## config.mk

```make
export PLATFORM = sky130hd
export DESIGN_NAME = ebml_element_header_parser
export DESIGN_NICKNAME = d
export VERILOG_FILES = /design/src/ebmlhp_pkg.sv /design/src/ebmlhp_decode.sv /design/src/ebml_element_header_parser.sv
export VERILOG_INCLUDE_DIRS = /design/src /design/src/src
export SDC_FILE = /design/constraint.sdc
export NUM_CORES = 1
export LEC_CHECK = 0
export BUFFER_PORTS_ARGS = -buffer_cell sky130_fd_sc_hd__buf_4
export CAP_MARGIN = 20
export CORE_ASPECT_RATIO = 0.8
export CORE_MARGIN = 2
export CORE_UTILIZATION = 45
export CTS_CLUSTER_SIZE = 14
export DETAILED_ROUTE_END_ITERATION = 10
export PLACE_DENSITY = 0.68
export SLEW_MARGIN = 15
export SYNTH_ARGS = -nofsm -noshare
export SYNTH_HDL_FRONTEND = slang
export SYNTH_SLANG_ARGS = --single-unit
export TNS_END_PERCENT = 10
```

## constraint.sdc

```tcl
create_clock -name clk -period 8.5 [get_ports clk]
set_clock_uncertainty 0.15 [all_clocks]
set_input_delay 0.85 -clock clk [delete_from_list [all_inputs] [get_ports clk]]
set_output_delay 0.85 -clock clk [all_outputs]
set_load 0.02 [all_outputs]
```

## src/ebml_element_header_parser_defines.svh

```systemverilog
// Assertion macros shared by the EBML header parser RTL.
// No dependencies; included by files that carry concurrent assertions.
`ifndef EBML_ELEMENT_HEADER_PARSER_DEFINES_SVH
`define EBML_ELEMENT_HEADER_PARSER_DEFINES_SVH

// same-cycle implication, disabled during reset
`define EHP_ASSERT_IMPLY(label, ante, cons) \
  label: assert property (@(posedge clk) disable iff (rst) (ante) |-> (cons)) \
    else $error("assertion failed");

// next-cycle implication, disabled during reset
`define EHP_ASSERT_NEXT(label, ante, cons) \
  label: assert property (@(posedge clk) disable iff (rst) (ante) |=> (cons)) \
    else $error("assertion failed");

`endif

```

## src/ebmlhp_pkg.sv

```systemverilog
// Types and constants for the EBML element header parser.
// No dependencies.
package ebmlhp_pkg;

  typedef enum logic [1:0] {
    STATUS_OK        = 2'd0,
    STATUS_INVALID   = 2'd1,
    STATUS_TRUNCATED = 2'd2
  } status_t;

  typedef struct packed {
    logic        in_size_phase;
    logic [2:0]  bytes_remaining;
    logic [31:0] held_id;
    logic [3:0]  held_id_length;
    logic [55:0] size_accumulator;
    logic [3:0]  held_size_length;
  } parse_state_t;

  typedef struct packed {
    logic [31:0] element_id;
    logic [55:0] element_size;
    logic [3:0]  id_length;
    logic [3:0]  size_length;
    status_t     status;
  } result_t;

  localparam parse_state_t STATE_CLEAR = '{
    in_size_phase:    1'b0,
    bytes_remaining:  3'd0,
    held_id:          32'd0,
    held_id_length:   4'd0,
    size_accumulator: 56'd0,
    held_size_length: 4'd0
  };

endpackage

```

## src/ebmlhp_decode.sv

```systemverilog
// Per-byte decode step: marker decode, shift-accumulate, result selection.
// Depends on ebmlhp_pkg.
module ebmlhp_decode (
  input  ebmlhp_pkg::parse_state_t cur,
  input  logic [7:0]               data_byte,
  input  logic                     region_end,
  output ebmlhp_pkg::parse_state_t nxt,
  output ebmlhp_pkg::result_t      res,
  output logic                     res_valid
);

  logic [3:0]              lead_len;
  logic [7:0]              size_mask;
  logic [2:0]              rem_dec;
  logic                    invalid;
  logic                    size_done;
  ebmlhp_pkg::parse_state_t step;

  always_comb begin
    if (data_byte[7]) begin
      lead_len = 4'd1;
    end else if (data_byte[7:6] == 2'b01) begin
      lead_len = 4'd2;
    end else if (data_byte[7:5] == 3'b001) begin
      lead_len = 4'd3;
    end else if (data_byte[7:4] == 4'b0001) begin
      lead_len = 4'd4;
    end else if (data_byte == 8'h01) begin
      lead_len = 4'd8;
    end else begin
      lead_len = 4'd0;
    end
  end

  always_comb begin
    case (lead_len)
      4'd1:    size_mask = 8'h7F;
      4'd2:    size_mask = 8'h3F;
      4'd3:    size_mask = 8'h1F;
      4'd4:    size_mask = 8'h0F;
      default: size_mask = 8'h00;
    endcase
  end

  assign rem_dec = cur.bytes_remaining - 3'd1;

  always_comb begin
    step      = cur;
    invalid   = 1'b0;
    size_done = 1'b0;
    if (cur.bytes_remaining == 3'd0) begin
      if (lead_len == 4'd0) begin
        invalid = 1'b1;
      end else if (!cur.in_size_phase) begin
        step.held_id         = {24'd0, data_byte};
        step.held_id_length  = lead_len;
        step.bytes_remaining = lead_len[2:0] - 3'd1;
        if (lead_len == 4'd1) begin
          step.in_size_phase = 1'b1;
        end
      end else begin
        step.size_accumulator = {48'd0, data_byte & size_mask};
        step.held_size_length = lead_len;
        step.bytes_remaining  = lead_len[2:0] - 3'd1;
        size_done             = (lead_len == 4'd1);
      end
    end else begin
      step.bytes_remaining = rem_dec;
      if (!cur.in_size_phase) begin
        step.held_id = {cur.held_id[23:0], data_byte};
        if (rem_dec == 3'd0) begin
          step.in_size_phase = 1'b1;
        end
      end else begin
        step.size_accumulator = {cur.size_accumulator[47:0], data_byte};
        size_done             = (rem_dec == 3'd0);
      end
    end
  end

  always_comb begin
    nxt       = step;
    res       = '0;
    res_valid = 1'b1;
    if (invalid) begin
      nxt        = ebmlhp_pkg::STATE_CLEAR;
      res.status = ebmlhp_pkg::STATUS_INVALID;
    end else if (size_done) begin
      nxt              = ebmlhp_pkg::STATE_CLEAR;
      res.element_id   = step.held_id;
      res.element_size = step.size_accumulator;
      res.id_length    = step.held_id_length;
      res.size_length  = step.held_size_length;
      res.status       = ebmlhp_pkg::STATUS_OK;
    end else if (region_end) begin
      nxt        = ebmlhp_pkg::STATE_CLEAR;
      res.status = ebmlhp_pkg::STATUS_TRUNCATED;
    end else begin
      res_valid = 1'b0;
    end
  end

endmodule

```

## src/ebml_element_header_parser.sv

```systemverilog
// Latency: a result appears in the output register in the cycle after the byte that causes it is accepted.
// Throughput: one byte per cycle while data_stall is low; the single decode step and one result register set it.
// Bytes that give no result are taken even while a result waits downstream.
// Reset (rst, synchronous, active high) clears the parse state and the result valid.
// Top level of the EBML element header parser; depends on ebmlhp_pkg,
// ebmlhp_decode and ebml_element_header_parser_defines.svh.
`include "ebml_element_header_parser_defines.svh"

module ebml_element_header_parser (
  input  logic        clk,
  input  logic        rst,
  input  logic        data_valid,
  output logic        data_stall,
  input  logic [7:0]  data_byte,
  input  logic        region_end,
  output logic        result_valid,
  input  logic        result_stall,
  output logic [31:0] element_id,
  output logic [55:0] element_size,
  output logic [3:0]  id_length,
  output logic [3:0]  size_length,
  output logic [1:0]  status
);

  ebmlhp_pkg::parse_state_t state;
  ebmlhp_pkg::parse_state_t state_next;
  ebmlhp_pkg::result_t      dec_res;
  ebmlhp_pkg::result_t      result;
  logic                     dec_res_valid;
  logic                     accept;

  ebmlhp_decode u_decode (
    .cur        (state),
    .data_byte  (data_byte),
    .region_end (region_end),
    .nxt        (state_next),
    .res        (dec_res),
    .res_valid  (dec_res_valid)
  );

  assign data_stall = result_valid && result_stall && dec_res_valid;
  assign accept     = data_valid && !data_stall;

  always_ff @(posedge clk) begin
    if (rst) begin
      state <= ebmlhp_pkg::STATE_CLEAR;
    end else if (accept) begin
      state <= state_next;
    end
  end

  always_ff @(posedge clk) begin
    if (rst) begin
      result_valid <= 1'b0;
    end else if (accept && dec_res_valid) begin
      result_valid <= 1'b1;
    end else if (!result_stall) begin
      result_valid <= 1'b0;
    end
  end

  always_ff @(posedge clk) begin
    if (accept && dec_res_valid) begin
      result <= dec_res;
    end
  end

  assign element_id   = result.element_id;
  assign element_size = result.element_size;
  assign id_length    = result.id_length;
  assign size_length  = result.size_length;
  assign status       = result.status;

  `EHP_ASSERT_IMPLY(a_no_overwrite,
    result_valid && result_stall,
    !(accept && dec_res_valid))
  `EHP_ASSERT_IMPLY(a_ok_lengths,
    result_valid && result.status == ebmlhp_pkg::STATUS_OK,
    id_length != 4'd0 && size_length != 4'd0)
  `EHP_ASSERT_IMPLY(a_err_zero,
    result_valid && result.status != ebmlhp_pkg::STATUS_OK,
    element_id == 32'd0 && element_size == 56'd0 && id_length == 4'd0)
  `EHP_ASSERT_NEXT(a_clear_after_result,
    accept && dec_res_valid,
    !state.in_size_phase && state.bytes_remaining == 3'd0)

endmodule
```

# After elaboration in Yosys (flattened, before gate mapping)
# Cells that the tools add are included.
word_totals:
  mem_count: 0
  romBits: 0
  wordCells: 73
  reg_bits: 199
  mem_bits_rw: 0
  out_inout_bits: 100
  latchBits: 0
  in_bits: 13
classes:
  shift: 0
  n_bitwise: 2
  n_eq_ne: 10
  addsub: 2
  n_reduce_logical: 11
  n_div: 0
  n_mul: 0
  magnitude_cmp: 0
  mux: 35
op_table:
  columns: ["cell", "n"]
  rows:
  - ["100-bit two-way mux", 4]
  - ["56-bit two-way mux", 2]
  - ["36-bit two-way mux", 2]
  - ["60-bit two-way mux", 1]
  - ["32-bit two-way mux", 1]
  - ["4-bit two-way mux", 7]
  - ["7-bit one-hot mux with 4 select lines", 1]
  - ["1-bit two-way mux", 16]
  - ["8-bit by 7-bit AND with 8-bit output", 1]
  - ["4-bit by 1-bit == test with 1-bit output, second input constant", 2]
  - ["4-bit by 2-bit == test with 1-bit output, second input constant", 2]
  - ["8-bit by 1-bit == test with 1-bit output, second input constant", 1]
  - ["3-bit zero test", 2]
  - ["3-bit by 1-bit subtractor with 3-bit output, second input constant", 2]
  - ["5-bit by 3-bit inequality test with 1-bit output, second input constant", 1]
  - ["4-bit by 3-bit == test with 1-bit output, second input constant", 1]
  - ["1-bit logical AND", 4]
  - ["4-bit zero test", 1]
  - ["2-bit OR reduction", 2]
  - ["3-bit by 1-bit == test with 1-bit output, second input constant", 1]
  - ["2-bit by 1-bit == test with 1-bit output, second input constant", 1]
  - ["2-bit two-way mux", 1]
  - ["2-bit by 1-bit inequality test with 1-bit output, second input constant", 1]
  - ["2-bit AND reduction", 1]
  - ["2 further kinds", 2]

# Logic depth before layout (Yosys ltp)
depth:
  depth_word: 17
  mapped_depth: 8
  depth_no_buf: 7

# Cells and area by module
# Synthesis repeated with hierarchy kept, for this count alone.
hier_totals:
  cells_unflattened: 1000
  hier_area_um2: 9749.4
modules_own_cells:
  columns: ["mod", "n_inst", "area_per_inst_um2", "cells_each", "seq_area_each_um2"]
  rows:
  - ["ebml_element_header_parser", 1, 7155.6, 559, 4964.8]
  - ["ebmlhp_decode", 1, 2593.7, 441, 0.0]

# Least setup slack after synthesis
# No wires, ideal clock.
synth_path:
  path_type: "register to register"
  from: "register state[96] in the netlist's numbering"
  to: "register result, in the netlist element_id[0] (enable)"
  stages_incl_launch_ff: 7
  setup_ps: 556
  required_ps: 7794
  period_less_slack_ps: 6453
  arrival_ps: 5747
  slack_ps: 2047
  path_buffers: 0
  cell_sequence: "dfxtp_1 inv_1 ha_1 or4b_1 a31oi_2 nor3_1 nor2_1"
synth_between:
  elab_chain_cells: 10
  elab_cells_between_ends: 12
  classes_between: "add/sub (1); mux (5); reduce/logical (6)"
synth_lines:
  columns: ["item", "line_no", "rtl"]
  rows:
  - ["from (decl)", "ebml_element_header_parser.sv:25", "ebmlhp_pkg::parse_state_t state;"]
  - ["from (signal assigned)", "ebml_element_header_parser.sv:46", "state <= ebmlhp_pkg::STATE_CLEAR;"]
  - ["from (signal assigned)", "ebml_element_header_parser.sv:48", "state <= state_next;"]
  - ["3-bit by 1-bit subtractor with 3-bit output", "ebmlhp_decode.sv:45", "assign rem_dec = cur.bytes_remaining - 3'd1;"]
  - ["3-bit zero test", "ebmlhp_decode.sv:76", "size_done = (rem_dec == 3'd0);"]
  - ["1-bit two-way mux", "ebmlhp_decode.sv:69", "if (!cur.in_size_phase) begin"]
  - ["1-bit two-way mux", "ebmlhp_decode.sv:51", "if (cur.bytes_remaining == 3'd0) begin"]
  - ["1-bit two-way mux", "ebmlhp_decode.sv:88", "end else if (size_done) begin"]
  - ["1-bit two-way mux (*)", "ebmlhp_decode.sv:85", "if (invalid) begin"]
  - ["1-bit logical AND", "ebml_element_header_parser.sv:41", "assign data_stall = result_valid && result_stall && dec_res_valid;"]
  - ["1-bit zero test", "ebml_element_header_parser.sv:42", "assign accept = data_valid && !data_stall;"]
  - ["1-bit logical AND", "ebml_element_header_parser.sv:42", null]
  - ["1-bit logical AND (*)", "ebml_element_header_parser.sv:63", "if (accept && dec_res_valid) begin"]
  - ["to (signal assigned)", "ebml_element_header_parser.sv:64", "result <= dec_res;"]
  - ["to (decl)", "ebml_element_header_parser.sv:28", "ebmlhp_pkg::result_t result;"]
# Mark *: on every way between the ends. The rest lies on a longest branch, timed or not.
# A chain may end at the register's enable or synchronous reset.

# Worst setup path after layout
layout_path:
  from: "register state[99] in the netlist's numbering"
  to: "register result, in the netlist element_size[27] (enable)"
layout_between:
  elab_chain_cells: 9
  elab_cells_between_ends: 10
  classes_between: "mux (6); reduce/logical (4)"
layout_lines:
  columns: ["item", "line_no", "rtl"]
  rows:
  - ["1-bit two-way mux", "ebmlhp_decode.sv:54", "end else if (!cur.in_size_phase) begin"]
  - ["1-bit two-way mux", "ebmlhp_decode.sv:52", "if (lead_len == 4'd0) begin"]
  - ["1-bit two-way mux (*)", "ebmlhp_decode.sv:51", null]
  - ["1-bit two-way mux (*)", "ebmlhp_decode.sv:88", null]
  - ["1-bit two-way mux (*)", "ebmlhp_decode.sv:85", null]
  - ["1-bit logical AND", "ebml_element_header_parser.sv:41", null]
  - ["1-bit zero test", "ebml_element_header_parser.sv:42", null]
  - ["1-bit logical AND", "ebml_element_header_parser.sv:42", null]
  - ["1-bit logical AND (*)", "ebml_element_header_parser.sv:63", null]
# Marked as above.

==> summary.txt <==
R2R depth - 7
YS warnings - 0
R2R Path End - element_size[27]$_SDFFCE_PP0P_
die width - 165.3 um
largest net degree at the start of global routing - 99
fin crit share - 0.4700
critical path required time - 8.42 ns
sequential area share after synthesis - 0.5298
diode count - 0
fin util - 0.5257
Clock transition at path regs - 0.07 ns
largest fanout on the critical path - 64
Final Slew Violations - 0
Setup TNS Final - 0 ns
DRC viols - 0
I/O pin cnt - 113
max-cap viol count - 0
r2r setup slk - 4.50 ns
Layout Area Growth over Synthesis - 15.46%
RSZ-0062 raised after global routing - no
FFs w/ async S/R, synth - 0
Pre-antenna DRT Iters - 6
clk_lat worst skew - 0.44 ns
commonest cells after routing, fill and taps aside - 125 x buf_4, 105 x nor2_1, 101 x dfxtp_1, 98 x edfxtp_1, 96 x inv_1
Placed Cells incl. Taps - 1199
fraction of layout cells with a size suffix above 1 - 0.2658
design area - 10820 um^2
Pwr Density - 185.1 nW/um^2
Unique masters post-synth - 60
kind of critical path - register to register
Initial DRC Count - 809
hold-fix buffers at CTS - 0
Worst Hold End - state[1]$_SDFFE_PP0P_
post-cts repair resize count - 0
Post-Layout Cell Count - 1232
first-pass GRT wire length - 35.38 mm
R2R Path Start - state[99]$_SDFFE_PP0P_
clock sink total - 199
All-Layer GR Usage - 0.2038
hold slack - 0.3182 ns
slowest CP cell - buf_4
Mean Syn Cell Area - 10.54 um^2
routed via count - 7168
critical-path cell list - buf_4, clkinv_1, a31oi_2, nor3_1, nor2_4, buf_4, buf_4
Worst EP arrival - 3.91 ns
CTS HTree Levels - 4
post-synthesis net count - 905
Routability Congestion - 0.8535
Worst-Margin Slew - 1.052 ns
Post-Synthesis Cells - 889
Lkg Pwr - 0.003645 uW
slowest stage delay, CP - 0.71 ns
Placed Area - 10200 um^2
# nets final - 966
CTS Buf Count - 17
initial antenna violation count - 0
Post-CTS Setup Repair Bufs - 0
# rows - 47
total gr overflow - 0
Routed Antenna Nets - 0
DR WL/cell - 18.06 um
initial core utilization - 0.4553
number of global-route vias before repair - 6564
hold path depth - 1
Die Y - 133.1 um
CTS tree - done
CORE AREA - 20580 um^2
relative slew slack - 0.2985
Setup crit start kind - register
Yosys reg bits - 199
Fin. Hold Viols - 0
clk buf depth - 2
clk root buf - clkbuf_16
Max IR drop VDD - 124.5 uV
critical hold path startpoint - state[1]$_SDFFE_PP0P_
Via density - 5.818
crit end category - register
Crit path top cell by count - buf_4
count of buffers from port buffering - 112
synthesized area - 9370 um^2
drt total wl - 22.25 mm
Setup violations, final - 0
commonest non-fill, non-tap cell in the layout - buf_4
status - finished, final reports clean
Max Fclk - 250.3 MHz
Detailed Place HPWL - 13.43 mm
Worst Hold Class - register to register
die area - 22000 um^2
Post-synth EDFFs - 98
Synth Flop Type - dfxtp_1
Final min period - 3.995 ns
## synth_stat cells, types with 2 or more instances
| cell type | count | area [um^2] |
|---|---|---|
| a21o_2 | 2 | 17.52 |
| a21oi_1 | 8 | 40.04 |
| a22oi_1 | 55 | 412.9 |
| a31oi_1 | 2 | 12.51 |
| a32oi_1 | 10 | 87.58 |
| and2_1 | 2 | 12.51 |
| buf_2 | 11 | 55.05 |
| buf_4 | 2 | 15.01 |
| buf_6 | 17 | 191.4 |
| clkbuf_1 | 51 | 191.4 |
| clkbuf_8 | 2 | 27.53 |
| dfxtp_1 | 101 | 2022 |
| edfxtp_1 | 98 | 2943 |
| ha_1 | 3 | 37.54 |
| inv_1 | 96 | 360.4 |
| nand2_1 | 13 | 48.80 |
| nand3_1 | 80 | 400.4 |
| nand3b_1 | 2 | 15.01 |
| nand4_1 | 83 | 519.3 |
| nor2_1 | 107 | 401.6 |
| nor2b_1 | 2 | 12.51 |
| nor3_1 | 7 | 35.03 |
| nor3b_1 | 2 | 15.01 |
| o211ai_1 | 2 | 15.01 |
| o211ai_2 | 80 | 1001 |
| o21ai_0 | 10 | 50.05 |
| o221ai_1 | 4 | 35.03 |
| o2bb2ai_1 | 4 | 35.03 |
| or4b_1 | 2 | 20.02 |
## registers in the layout, summed over array words and instances, names as in the netlist
name	count
element_size	56
element_id	32
status	2
id_length	4
state	100
result_valid	1
size_length	4
## worst max-delay path, delay by kind of cell (launching register included)
family | cells | cell delay [ns]
compound gates | 1 | 0.59
buf+inv | 4 | 2.14
flops | 1 | 0.33
simple gates | 2 | 0.31
## worst max path at each step
stage / cells after the start / slack (ns) / to / startpoint
6_report: 7 / 4.50 / element_size[27]$_SDFFCE_PP0P_ / state[99]$_SDFFE_PP0P_
5_1_grt: 7 / 4.25 / status[1]$_SDFFCE_PP0P_ / state[99]$_SDFFE_PP0P_
3_3_place_gp: 7 / 4.64 / status[1]$_SDFFCE_PP0P_ / state[99]$_SDFFE_PP0P_
4_1_cts: 7 / 4.55 / status[1]$_SDFFCE_PP0P_ / state[99]$_SDFFE_PP0P_
3_5_place_dp: 7 / 4.57 / status[0]$_SDFFCE_PN1P_ / state[99]$_SDFFE_PP0P_
2_1_floorplan: 6 / 2.05 / element_id[0]$_SDFFCE_PP0P_ / state[96]$_SDFFE_PP0P_
## layout make-up
cell class	count	area (um^2)
clock buffers	17	425.4
well taps	269	336.6
inverters	98	367.9
flip-flops and latches	199	4965
fillers	1870	9763
clock inverters	15	175.2
multi-input cells	508	3596
repair buffers	126	953.4
## layer usage
metal  GRT usage  wire length, um
met3     0.03542             1517
met2      0.2870             9856
met5           0                0
met4     0.05316              214
met1      0.3212            10660
## metrics by stage
stage	total power, uW	worst slack, ns
after floorplan	1164	2.047
after global placement	1215	4.635
after detailed placement	1215	4.570
after CTS	2015	4.549
after global routing	2064	4.254
final	2002	4.505
## kinds of logic (layout without fill, tap and decap cells)
family	after synthesis	count (layout)	share of synthesized area
buf+inv	182	256	0.09093
compound gates	193	193	0.2038
simple gates	312	312	0.1715
fa+ha+maj	3	3	0.004006
flops	199	199	0.5298
## power breakdown
part | switching [uW] | internal [uW] | total [uW]
combinational | 115 | 42.9 | 158
clock | 410 | 399 | 809
sequential | 9.45 | 1030 | 1040
(Power assumes the default switching activity.)
